===== src/mwsc_pkg.sv =====
// Package for the mecanum wheel speed controller: constants, types and helper functions.
package mwsc_pkg;

  localparam int PWM_TOP     = 16799;
  localparam int DRIVE_LIMIT = 16700;
  localparam int FRAC_BITS   = 12;
  localparam int GEOM_BITS   = 16;

  localparam int VEL_W  = 16;
  localparam int GAIN_W = 16;
  localparam int LIM_W  = 15;
  localparam int CMP_W  = 15;
  localparam int TGT_W  = 16;
  localparam int ERR_W  = 18;
  localparam int DIF_W  = 19;
  localparam int ACC_W  = 28;
  localparam int DRV_W  = ACC_W - FRAC_BITS;
  localparam int MA_W   = GAIN_W + 1;
  localparam int MP_W   = MA_W + DIF_W;
  localparam int SUM_W  = MP_W + 1;
  localparam int KIN_W  = 19;
  localparam int ROT_W  = VEL_W + 1;
  localparam int NWHEEL = 4;

  localparam logic signed [SUM_W-1:0] SAT_VAL =
    SUM_W'(longint'(DRIVE_LIMIT) <<< FRAC_BITS);

  localparam int IDX_W = 3;
  localparam logic [IDX_W-1:0] REG_PROP_GAIN  = 3'd0;
  localparam logic [IDX_W-1:0] REG_INT_GAIN_A = 3'd1;
  localparam logic [IDX_W-1:0] REG_INT_GAIN_B = 3'd2;
  localparam logic [IDX_W-1:0] REG_INT_GAIN_C = 3'd3;
  localparam logic [IDX_W-1:0] REG_INT_GAIN_D = 3'd4;
  localparam logic [IDX_W-1:0] REG_GEOMETRY   = 3'd5;
  localparam logic [IDX_W-1:0] REG_SPEED_LIM  = 3'd6;

  typedef enum logic [7:0] {
    S_IDLE = 8'b0000_0001,
    S_ROT  = 8'b0000_0010,
    S_KIN  = 8'b0000_0100,
    S_ERR  = 8'b0000_1000,
    S_PMUL = 8'b0001_0000,
    S_IMUL = 8'b0010_0000,
    S_ACC  = 8'b0100_0000,
    S_DONE = 8'b1000_0000
  } state_t;

  typedef struct packed {
    logic [CMP_W-1:0] first;
    logic [CMP_W-1:0] second;
  } cmp_pair_t;

  // truncate toward zero to whole counts
  function automatic logic signed [DRV_W-1:0] drive_of(input logic signed [ACC_W-1:0] acc);
    logic signed [ACC_W-1:0] t;
    t = acc + (acc[ACC_W-1] ? ACC_W'((1 << FRAC_BITS) - 1) : '0);
    return t[ACC_W-1:FRAC_BITS];
  endfunction

  // H-bridge split, optionally on the inverted drive
  function automatic cmp_pair_t split(input logic signed [DRV_W-1:0] drv, input logic inv);
    logic signed [DRV_W+1:0] m;
    logic signed [DRV_W+1:0] a;
    logic signed [DRV_W+1:0] b;
    cmp_pair_t r;
    m = inv ? -(DRV_W+2)'(drv) : (DRV_W+2)'(drv);
    if (m < 0) begin
      a = (DRV_W+2)'(PWM_TOP);
      b = (DRV_W+2)'(PWM_TOP) + m;
    end else begin
      a = (DRV_W+2)'(PWM_TOP) - m;
      b = (DRV_W+2)'(PWM_TOP);
    end
    if (a < 0) a = '0;
    if (b < 0) b = '0;
    r.first  = a[CMP_W-1:0];
    r.second = b[CMP_W-1:0];
    return r;
  endfunction

endpackage


===== src/mecanum_wheel_speed_controller_unit.sv =====
// Top level: mecanum inverse kinematics and four incremental PI loops on one shared multiplier.
// A beat taken while power is not good skips the loops and goes straight to the done state.
// A new beat is taken only in the idle state, once the last one is through the sequencer; the single
//   multiplier does nine products per tick (one for yaw, two per wheel) under that sequencer.
// A finished result waits in the output register while the next beat is taken.
// Reset (synchronous, rst_n low): registers to their defaults, accumulators and previous errors to zero.
module mecanum_wheel_speed_controller_unit (
  input  logic                                    clk,
  input  logic                                    rst_n,
  input  logic                                    cfg_we,
  input  logic [mwsc_pkg::IDX_W-1:0]              cfg_index,
  input  logic [mwsc_pkg::GAIN_W-1:0]             cfg_data,
  input  logic                                    in_valid,
  output logic                                    in_ready,
  input  logic signed [mwsc_pkg::VEL_W-1:0]       in_vel_x,
  input  logic signed [mwsc_pkg::VEL_W-1:0]       in_vel_y,
  input  logic signed [mwsc_pkg::VEL_W-1:0]       in_vel_z,
  input  logic signed [mwsc_pkg::VEL_W-1:0]       in_meas_a,
  input  logic signed [mwsc_pkg::VEL_W-1:0]       in_meas_b,
  input  logic signed [mwsc_pkg::VEL_W-1:0]       in_meas_c,
  input  logic signed [mwsc_pkg::VEL_W-1:0]       in_meas_d,
  input  logic                                    in_move_enable,
  input  logic                                    in_power_ok,
  output logic                                    out_valid,
  input  logic                                    out_ready,
  output logic [mwsc_pkg::CMP_W-1:0]              out_cmp_a1,
  output logic [mwsc_pkg::CMP_W-1:0]              out_cmp_a2,
  output logic [mwsc_pkg::CMP_W-1:0]              out_cmp_b1,
  output logic [mwsc_pkg::CMP_W-1:0]              out_cmp_b2,
  output logic [mwsc_pkg::CMP_W-1:0]              out_cmp_c1,
  output logic [mwsc_pkg::CMP_W-1:0]              out_cmp_c2,
  output logic [mwsc_pkg::CMP_W-1:0]              out_cmp_d1,
  output logic [mwsc_pkg::CMP_W-1:0]              out_cmp_d2
);
  import mwsc_pkg::*;

  state_t state_r, state_nxt;

  logic [GAIN_W-1:0] prop_gain_r;
  logic [GAIN_W-1:0] int_gain_r [NWHEEL];
  logic [GAIN_W-1:0] geom_r;
  logic [LIM_W-1:0]  lim_r;

  logic signed [VEL_W-1:0] vx_r, vy_r, vz_r;
  logic signed [VEL_W-1:0] meas_r [NWHEEL];
  logic                    move_r, pwr_r;

  logic signed [TGT_W-1:0] tgt_r   [NWHEEL];
  logic signed [ERR_W-1:0] err_r   [NWHEEL];
  logic signed [ERR_W-1:0] prev_r  [NWHEEL];
  logic signed [ACC_W-1:0] accum_r [NWHEEL];

  logic [1:0]              wheel_r;
  logic signed [MP_W-1:0]  prod_r;
  logic signed [SUM_W-1:0] inc_r;
  logic                    out_valid_r;
  logic [CMP_W-1:0]        cmp_r [2*NWHEEL];

  logic signed [MA_W-1:0]  mul_a;
  logic signed [DIF_W-1:0] mul_b;
  logic signed [MP_W-1:0]  mul_p;

  logic signed [MP_W-1:0]  rnd;
  logic signed [ROT_W-1:0] rot;
  logic signed [KIN_W-1:0] kin [NWHEEL];
  logic signed [KIN_W-1:0] lim_s;
  logic signed [SUM_W-1:0] acc_sum, acc_sat;
  logic                    in_acc, out_free;
  cmp_pair_t               pair [NWHEEL];

  assign in_ready  = (state_r == S_IDLE);
  assign in_acc    = in_valid && in_ready;
  assign out_free  = !out_valid_r || out_ready;
  assign out_valid = out_valid_r;

  // shared multiplier
  always_comb begin
    mul_a = '0;
    mul_b = '0;
    case (state_r)
      S_ROT: begin
        mul_a = MA_W'({1'b0, geom_r});
        mul_b = DIF_W'(vz_r);
      end
      S_PMUL: begin
        mul_a = MA_W'({1'b0, prop_gain_r});
        mul_b = DIF_W'(err_r[wheel_r]) - DIF_W'(prev_r[wheel_r]);
      end
      S_IMUL: begin
        mul_a = MA_W'({1'b0, int_gain_r[wheel_r]});
        mul_b = DIF_W'(err_r[wheel_r]);
      end
      default: begin
        mul_a = '0;
        mul_b = '0;
      end
    endcase
  end
  assign mul_p = mul_a * mul_b;

  // kinematics from the registered yaw product
  always_comb begin
    rnd   = prod_r + (MP_W'(1) <<< (GEOM_BITS - 1));
    rot   = rnd[GEOM_BITS+ROT_W-1:GEOM_BITS];
    lim_s = KIN_W'({1'b0, lim_r});
    kin[0] = KIN_W'(vx_r) + KIN_W'(vy_r) - KIN_W'(rot);
    kin[1] = KIN_W'(vx_r) - KIN_W'(vy_r) - KIN_W'(rot);
    kin[2] = KIN_W'(vx_r) + KIN_W'(vy_r) + KIN_W'(rot);
    kin[3] = KIN_W'(vx_r) - KIN_W'(vy_r) + KIN_W'(rot);
    for (int i = 0; i < NWHEEL; i++) begin
      if (kin[i] > lim_s)       kin[i] = lim_s;
      else if (kin[i] < -lim_s) kin[i] = -lim_s;
      if (!move_r)              kin[i] = '0;
    end
  end

  always_comb begin
    acc_sum = inc_r + SUM_W'(prod_r);
    if (acc_sum > SAT_VAL)       acc_sat = SAT_VAL;
    else if (acc_sum < -SAT_VAL) acc_sat = -SAT_VAL;
    else                         acc_sat = acc_sum;
  end

  always_comb begin
    pair[0] = split(drive_of(accum_r[0]), 1'b0);
    pair[1] = split(drive_of(accum_r[1]), 1'b1);
    pair[2] = split(drive_of(accum_r[2]), 1'b1);
    pair[3] = split(drive_of(accum_r[3]), 1'b0);
  end

  always_comb begin
    state_nxt = state_r;
    case (state_r)
      S_IDLE:  if (in_acc) state_nxt = in_power_ok ? S_ROT : S_DONE;
      S_ROT:   state_nxt = S_KIN;
      S_KIN:   state_nxt = S_ERR;
      S_ERR:   state_nxt = S_PMUL;
      S_PMUL:  state_nxt = S_IMUL;
      S_IMUL:  state_nxt = S_ACC;
      S_ACC:   state_nxt = (wheel_r == 2'(NWHEEL - 1)) ? S_DONE : S_PMUL;
      S_DONE:  if (out_free) state_nxt = S_IDLE;
      default: state_nxt = S_IDLE;
    endcase
  end

  always_ff @(posedge clk) begin
    if (!rst_n) begin
      state_r       <= S_IDLE;
      out_valid_r   <= 1'b0;
      wheel_r       <= '0;
      prop_gain_r   <= GAIN_W'(300);
      int_gain_r[0] <= GAIN_W'(1800);
      int_gain_r[1] <= GAIN_W'(1600);
      int_gain_r[2] <= GAIN_W'(1500);
      int_gain_r[3] <= GAIN_W'(300);
      geom_r        <= GAIN_W'(26214);
      lim_r         <= LIM_W'(14336);
      for (int i = 0; i < NWHEEL; i++) begin
        accum_r[i] <= '0;
        prev_r[i]  <= '0;
      end
    end else begin
      state_r <= state_nxt;

      if (cfg_we) begin
        case (cfg_index)
          REG_PROP_GAIN:  prop_gain_r   <= cfg_data;
          REG_INT_GAIN_A: int_gain_r[0] <= cfg_data;
          REG_INT_GAIN_B: int_gain_r[1] <= cfg_data;
          REG_INT_GAIN_C: int_gain_r[2] <= cfg_data;
          REG_INT_GAIN_D: int_gain_r[3] <= cfg_data;
          REG_GEOMETRY:   geom_r        <= cfg_data;
          REG_SPEED_LIM:  lim_r         <= cfg_data[LIM_W-1:0];
          default: ;
        endcase
      end

      if (state_r == S_DONE && out_free) out_valid_r <= 1'b1;
      else if (out_ready)                out_valid_r <= 1'b0;

      case (state_r)
        S_IDLE: begin
          wheel_r <= '0;
        end
        S_ACC: begin
          accum_r[wheel_r] <= acc_sat[ACC_W-1:0];
          prev_r[wheel_r]  <= err_r[wheel_r];
          wheel_r          <= wheel_r + 2'd1;
        end
        default: ;
      endcase
    end
  end

  // datapath, no reset
  always_ff @(posedge clk) begin
    if (in_acc) begin
      vx_r      <= in_vel_x;
      vy_r      <= in_vel_y;
      vz_r      <= in_vel_z;
      meas_r[0] <= in_meas_a;
      meas_r[1] <= in_meas_b;
      meas_r[2] <= in_meas_c;
      meas_r[3] <= in_meas_d;
      move_r    <= in_move_enable;
      pwr_r     <= in_power_ok;
    end
    if (state_r == S_ROT || state_r == S_PMUL || state_r == S_IMUL) prod_r <= mul_p;
    if (state_r == S_IMUL) inc_r <= SUM_W'(accum_r[wheel_r]) + SUM_W'(prod_r);
    if (state_r == S_KIN) begin
      for (int i = 0; i < NWHEEL; i++) tgt_r[i] <= kin[i][TGT_W-1:0];
    end
    if (state_r == S_ERR) begin
      for (int i = 0; i < NWHEEL; i++) err_r[i] <= ERR_W'(tgt_r[i]) - ERR_W'(meas_r[i]);
    end
    if (state_r == S_DONE && out_free) begin
      for (int i = 0; i < NWHEEL; i++) begin
        cmp_r[2*i]   <= pwr_r ? pair[i].first  : CMP_W'(PWM_TOP);
        cmp_r[2*i+1] <= pwr_r ? pair[i].second : CMP_W'(PWM_TOP);
      end
    end
  end

  assign out_cmp_a1 = cmp_r[0];
  assign out_cmp_a2 = cmp_r[1];
  assign out_cmp_b1 = cmp_r[2];
  assign out_cmp_b2 = cmp_r[3];
  assign out_cmp_c1 = cmp_r[4];
  assign out_cmp_c2 = cmp_r[5];
  assign out_cmp_d1 = cmp_r[6];
  assign out_cmp_d2 = cmp_r[7];

  a_hold_result: assert property (@(posedge clk) disable iff (!rst_n)
    out_valid_r && !out_ready |=> out_valid_r && $stable(out_cmp_a1) && $stable(out_cmp_d2))
    else $error("result dropped while stalled");

  a_power_skip: assert property (@(posedge clk) disable iff (!rst_n)
    in_acc && !in_power_ok |=> state_r == S_DONE)
    else $error("power-fail beat ran the loops");

  a_power_run: assert property (@(posedge clk) disable iff (!rst_n)
    in_acc && in_power_ok |=> state_r == S_ROT)
    else $error("beat did not start the sequence");

  a_accum_range: assert property (@(posedge clk) disable iff (!rst_n)
    state_r == S_ACC |=> SUM_W'(accum_r[$past(wheel_r)]) <= SAT_VAL
                     && SUM_W'(accum_r[$past(wheel_r)]) >= -SAT_VAL)
    else $error("accumulator beyond drive limit");

  a_state_hold: assert property (@(posedge clk) disable iff (!rst_n)
    state_r == S_IDLE && !in_acc |=> $stable(accum_r[0]) && $stable(prev_r[3]))
    else $error("loop state changed while idle");

endmodule


===== config.mk =====
export PLATFORM = sky130hd
export DESIGN_NAME = mecanum_wheel_speed_controller_unit
export DESIGN_NICKNAME = d
export VERILOG_FILES = /design/src/mwsc_pkg.sv /design/src/mecanum_wheel_speed_controller_unit.sv
export SDC_FILE = /design/constraint.sdc
export NUM_CORES = 2
export LEC_CHECK = 0
export BUFFER_PORTS_ARGS = -buffer_cell sky130_fd_sc_hd__buf_2
export CORE_ASPECT_RATIO = 0.8
export CORE_MARGIN = 2
export CORE_UTILIZATION = 25
export DETAILED_ROUTE_END_ITERATION = 12
export GPL_TIMING_DRIVEN = 0
export SYNTH_ARGS = -nofsm -noshare
export SYNTH_HDL_FRONTEND = slang
export SYNTH_SLANG_ARGS = --single-unit

===== constraint.sdc =====
create_clock -name clk -period 19.83 [get_ports clk]
set_clock_uncertainty 0.05 [all_clocks]
set_input_delay 3.966 -clock clk [delete_from_list [all_inputs] [get_ports clk]]
set_output_delay 3.966 -clock clk [all_outputs]
set_load 0.01 [all_outputs]

-- Yosys cells after proc, flatten, opt, wreduce, memory -nomap -nowiden
Memory sizes are Yosys's and may differ from the RTL's. A register that Yosys moved wholly into a read port is not among the register bits.
Index checks and enable logic that the tools add are counted.
- bits in registers: 181
- bits in writable memories: 568
- bits of input ports: 138
- output and inout port bits: 122
- word-level logic and storage cells: 207
- memories kept: 7
- memory list (name ; depth ; bits a word ; rd ports ; clocked after Yosys merged registers in ; write ports ; line ; RTL):
    cmp_r ; 8 ; 15 ; 8 ; 0 ; 8 ; mecanum_wheel_speed_controller_unit.sv:57 ; logic [CMP_W-1:0] cmp_r [2*NWHEEL];
    accum_r ; 4 ; 28 ; 5 ; 1 ; 4 ; mecanum_wheel_speed_controller_unit.sv:51 ; logic signed [ACC_W-1:0] accum_r [NWHEEL];
    err_r ; 4 ; 18 ; 1 ; 1 ; 4 ; mecanum_wheel_speed_controller_unit.sv:49 ; logic signed [ERR_W-1:0] err_r [NWHEEL];
    prev_r ; 4 ; 18 ; 1 ; 1 ; 4 ; mecanum_wheel_speed_controller_unit.sv:50 ; logic signed [ERR_W-1:0] prev_r [NWHEEL];
    int_gain_r ; 4 ; 16 ; 1 ; 1 ; 4 ; mecanum_wheel_speed_controller_unit.sv:40 ; logic [GAIN_W-1:0] int_gain_r [NWHEEL];
    meas_r ; 4 ; 16 ; 4 ; 0 ; 4 ; mecanum_wheel_speed_controller_unit.sv:45 ; logic signed [VEL_W-1:0] meas_r [NWHEEL];
    1 more memories ; - ; - ; - ; - ; - ; - ;
- add/sub/neg operators: 30
- multiply operators: 1
- magnitude comparators: 22
- equal/unequal tests: 17
- muxes and demuxes: 98
- bitwise logic cells: 4
- reduce and logical (&&, ||, !) cells: 15
- operators by type and width (operator ; count):
    16-bit two-way mux ; 16
    15-bit two-way mux ; 16
    18-bit by 1-bit less-than comparator with 1-bit output, second input constant ; 10
    18-bit two-way mux ; 9
    28-bit by 12-bit adder with 28-bit output ; 4
    16-bit by 16-bit subtractor with 17-bit output ; 5
    28-bit two-way mux ; 3
    18-bit by 19-bit less-than comparator with 1-bit output ; 4
    18-bit by 16-bit greater-than comparator with 1-bit output ; 4
    8-bit one-hot mux with 8 select lines ; 1
    19-bit one-hot mux with 3 select lines ; 1
    12-bit two-way mux ; 4
    16-bit one-hot mux with 3 select lines ; 1
    28-bit by 36-bit adder with 37-bit output ; 1
    37-bit by 36-bit adder with 37-bit output ; 1
    37-bit by 28-bit greater-than comparator with 1-bit output, second input constant ; 1
    37-bit by 28-bit less-than comparator with 1-bit output, second input constant ; 1
    16-bit by 18-bit adder with 18-bit output, first input constant ; 2
    17-bit by 17-bit adder with 18-bit output ; 2
    17-bit by 19-bit multiplier with 36-bit output ; 1
    16-bit negation with 18-bit output ; 2
    16-bit by 18-bit subtractor with 18-bit output, first input constant ; 2
    17-bit by 17-bit subtractor with 18-bit output ; 2
    16-bit by 16-bit adder with 17-bit output, first input constant ; 2
    34 further kinds ; 92

-- Logic depth before layout (Yosys ltp)
An unclocked memory read counts as a cell.
- word-level depth: 9
- mapped depth: 43
- mapped depth without buffers: 38

-- Worst setup path after synthesis
No wires, ideal clock.
- kind: flip-flop to flip-flop
- start: register (tool-made name)
- end: register prod_r[33], data pin
- setup time: 0.258 ns
- arrival time: 10.833 ns
- data required time: 19.522 ns
- setup slack: 8.689 ns
- cell stages (with the launch flop): 42
- buffers on the path: 6
- clock period less this slack: 11.141 ns
- path through: dfxtp_1 > clkbuf_1 > clkbuf_1 > clkbuf_1 > buf_1 > clkbuf_1 > clkbuf_1 > mux4_2 > ha_1 > fa_1 > nor2b_1 > o21ai_0 > a21boi_0 > o21ai_0 > a21oi_1 > a211oi_1 > nor3_1 > o31ai_1 > [6 not listed] > inv_1 > fa_1 > fa_1 > inv_1 > fa_1 > inv_1 > ha_1 > a21o_1 > a21o_1 > a21o_1 > a21oi_1 > nand2_1 > o221ai_1 > o21ai_0 > or4_1 > a41o_1 > a21oi_1 > xnor2_1
- RTL lines (element ; line ; RTL):
    end signal, assigned ; mecanum_wheel_speed_controller_unit.sv:208 ; if (state_r == S_ROT || state_r == S_PMUL || state_r == S_IMUL) prod_r <= mul_p;
    end, declared ; mecanum_wheel_speed_controller_unit.sv:54 ; logic signed [MP_W-1:0] prod_r;

==> summary.txt <==
Power and ir drop
  • Power per cell area: around 82 mW/mm2
  • Leak: roughly 28 nW
  • Internal: ~3.5 mW
  • Reg power frac: 32.4%
  • Total power: roughly 5.7 mW
  • Sw Pwr: about 2.2 mW
  • Worst VDD drop: about 0.075 mV
  • Clock power frac: between 20 and 30%
  • Logic gate share of total power: 40.1%
  • Switching share of total power: between 30% and 40%

Placement
  • PortBufs: 259
  • Placer congestion estimate: 0.918
  • DP Wirelength: 167000 um
  • Placed cell areas: around 0.067 mm2
  • Post-Place Setup Slack: 5.30 ns
  • Placed Instances: around 9700

Detailed routing
  • Vias per cell: approximately 5
  • First drt pass iteration count: 6
  • Detail Route Antenna Nets: 0
  • Total number of vias: roughly 49000
  • Residual DRC: 0
  • WL/cell: roughly 21 um
  • Initial DRC Count: 4906
  • Detailed Route WL: 204000 um

Timing
  • Final min period: around 15 ns
  • Final max-slew violation count: 0
  • Final Setup Violations: 0
  • Final period util: 74.8%
  • Setup TNS: 0 ns
  • Fmax: 67.4 MHz
  • RSZ-0062 raised after global routing: false
  • Max_slew headroom: under 10%
  • Fin. Hold Viols: 0
  • PnR worst setup slack: 4.99 ns
  • Worst slew pin tran: around 1.5 ns

Global route
  • Vias in the first global route: 46500
  • Total Routing Usage GR: between 10% and 20%
  • Total grt overflow: 0
  • Largest net degree at the start of global routing: 62
  • Initial antenna violation count: 13
  • First-pass GRT wire length: about 300000 um

Hold path
  • Min-delay worst type: reg -> reg
  • Hold Path Depth: 2

Floorplan
  • Chip width: 557 um
  • Row count: around 160
  • Core box area: between 0.2 and 0.25 mm2
  • Die height: 446 um
  • DIE AREA: 0.248 mm2
  • Initial Utilization: around a quarter
  • I/O Pins: 260

Clocking
  • Clk slew on worst S/H paths: 0.06 ns
  • CTS tree: done
  • Hold buffer count at CTS: 0
  • Clock sink total: 743
  • Cts repair resizes: 0
  • H-Tree Depth: 3
  • Num CTS Buffers: 79
  • CTS max path bufs: 3
  • Worst-Skew Late Latency: between 0.7 and 0.8 ns
  • Root Buffer: clkbuf_16
  • Postcts setup bufs: 0

Critical path
  • Crit-path max FO: 10
  • Max incr delay on CP: ~0.88 ns
  • Worst EP required: just over 20 ns
  • Critical Path Source Type: flip-flop
  • Crit end category: flip-flop
  • R2R depth: 40
  • Arr. time, crit path: 15.24 ns
  • WS Path Type: reg -> reg
  • Worst path slowest cell: o21ai_0

Finish
  • Commonest non-fill, non-tap cells in the layout: inv_1, edfxtp_1, nand2_1, nor2_1, ha_1
  • Final-layout fill cell count: about 25000
  • Area Overhead vs Synth: 13.9%
  • Most common cell after layout, fill and taps aside: inv_1
  • Final Non-Filler Cells: between 9000 and 10000
  • Final Net Count: ~7600
  • Design area: 0.0696 mm2
  • Share of cells above drive strength 1: under 10%

Logic synthesis
  • #FFs+latches synth: 743
  • Post-synthesis mux area share: approximately 3.6%
  • Adder-cell share of the synthesized area: 21.4%
  • Syn Inst Count: 6214
  • Top_reg_cell synth: edfxtp_1
  • Number of synthesized flops with an enable pin: between 600 and 700
  • Synth warn: 0
  • Complex-gate fraction of the synthesized area: between 10% and 20%
  • Largest family of logic cells by synthesized area: adder cells
  • Simple-Gate Fraction of Synth Area: between 15 and 20%
  • Syn Area/Cell: a little under 10 um2
  • Sequential area share after synthesis: a little over a third
  • Syn Nets: slightly above 7000
  • Async S/R FF share, synth: 0%
  • Cell area after synthesis: 0.0611 mm2
  • Post-Synth XOR/XNOR Area: under 10%
  • Yosys cell types: 93

Status
  • Outcome: finished clean

Job
  • Max_cap viols: 0
-- cell usage after synthesis, types with 124 or more instances --
master      n  area share (%)
xor2_1    124             1.8
nor2_1    550             3.4
a21o_1    127             1.6
ha_1      538              11
nand2_1   559             3.4
edfxtp_1  683              34
a21oi_1   280             2.3
inv_1     701             4.3
o21ai_0   249             2.0
nor3_1    191             1.6
xnor2_1   254             3.6
fa_1      314              10
clkbuf_1  206             1.3
-- layout make-up --
class / instances / area, um2 / area share (%)
repair buffers: 289 / 1760 / 2.52
multi-input cells: 4524 / 35800 / 51.5
inverters: 702 / 2640 / 3.79
clock buffers: 98 / 2090 / 3.01
diodes: 1 / 2.50 / 0.00360
clock inverters: 48 / 576 / 0.827
well taps: 3198 / 4000 / 5.75
plain buffers: 245 / 952 / 1.37
flip-flops and latches: 743 / 21700 / 31.2
-- power by group through the flow --
| stage | Combinational (mW) | Sequential [mW] | Clock, mW |
|---|---|---|---|
| 5_1_grt | 2.47 | 1.85 | 1.66 |
| 6_report | 2.28 | 1.84 | 1.57 |
| 2_1_floorplan | 1.47 | 1.86 | 0 |
| 3_3_place_gp | 2.18 | 1.88 | 0 |
| 4_1_cts | 2.23 | 1.84 | 1.60 |
| 3_5_place_dp | 2.22 | 1.88 | 0 |
-- sequential cells by signal, indices dropped and copies added (netlist names), 15 cells and up, named ones only --
name,count
prev_r,68
tgt_r,64
meas_r,64
lim_r,15
geom_r,16
accum_r,112
inc_r,37
int_gain_r,64
cmp_r,120
vz_r,16
vy_r,16
prop_gain_r,16
err_r,68
vx_r,16
prod_r,36
-- logic make-up after synthesis --
logic type / count (synthesis)
muxes: 143
DFF: 743
and+or+nand+nor: 1952
xor gates and xnor gates: 379
AOI/OAI and AO/OA: 1196
adders and majority gates: 854
buffers and inverters: 947
-- layer usage --
metal | global-route usage, % | share of wire, % | vias to the layer above
met5 | 0 | 0.042 | -
met4 | 3.43 | 2.1 | 14
met3 | 2.71 | 8.0 | 202
met2 | 24.7 | 44 | 1811
met1 | 23.1 | 46 | 24200
li1 | - | - | 22500
-- path summary, 6_finish.rpt --
path	from	endpoint	slack [ns]
hold / removal	prop_gain_r[10]	prop_gain_r[10]	0.42
setup reg to reg	flip-flop	prod_r[33]	4.99
hold reg to reg	prop_gain_r[10]	prop_gain_r[10]	0.42
setup / recovery	flip-flop	prod_r[33]	4.99
-- worst max-delay path: cells and delay by family, from the launching register on --
family,cells,cell delay [ns]
buffers and inverters,11,4.73
adder cells (fa/ha/maj),8,3.69
flip-flops,1,0.41
XOR/XNOR,2,0.25
AND/OR/NAND/NOR,3,0.76
multiplexers,1,0.46
AO/OA/AOI/OAI,15,4.24
-- per-stage QoR --
step / hold WS (ns) / util (%)
final: 0.415 / 28.6
after floorplan: 0.391 / -
after CTS: 0.416 / 28.6
after detailed placement: 0.405 / 27.5
after global placement: 0.401 / 27.3
after global routing: 0.436 / 28.6
No activity file was read; power rests on OpenSTA's default activity.
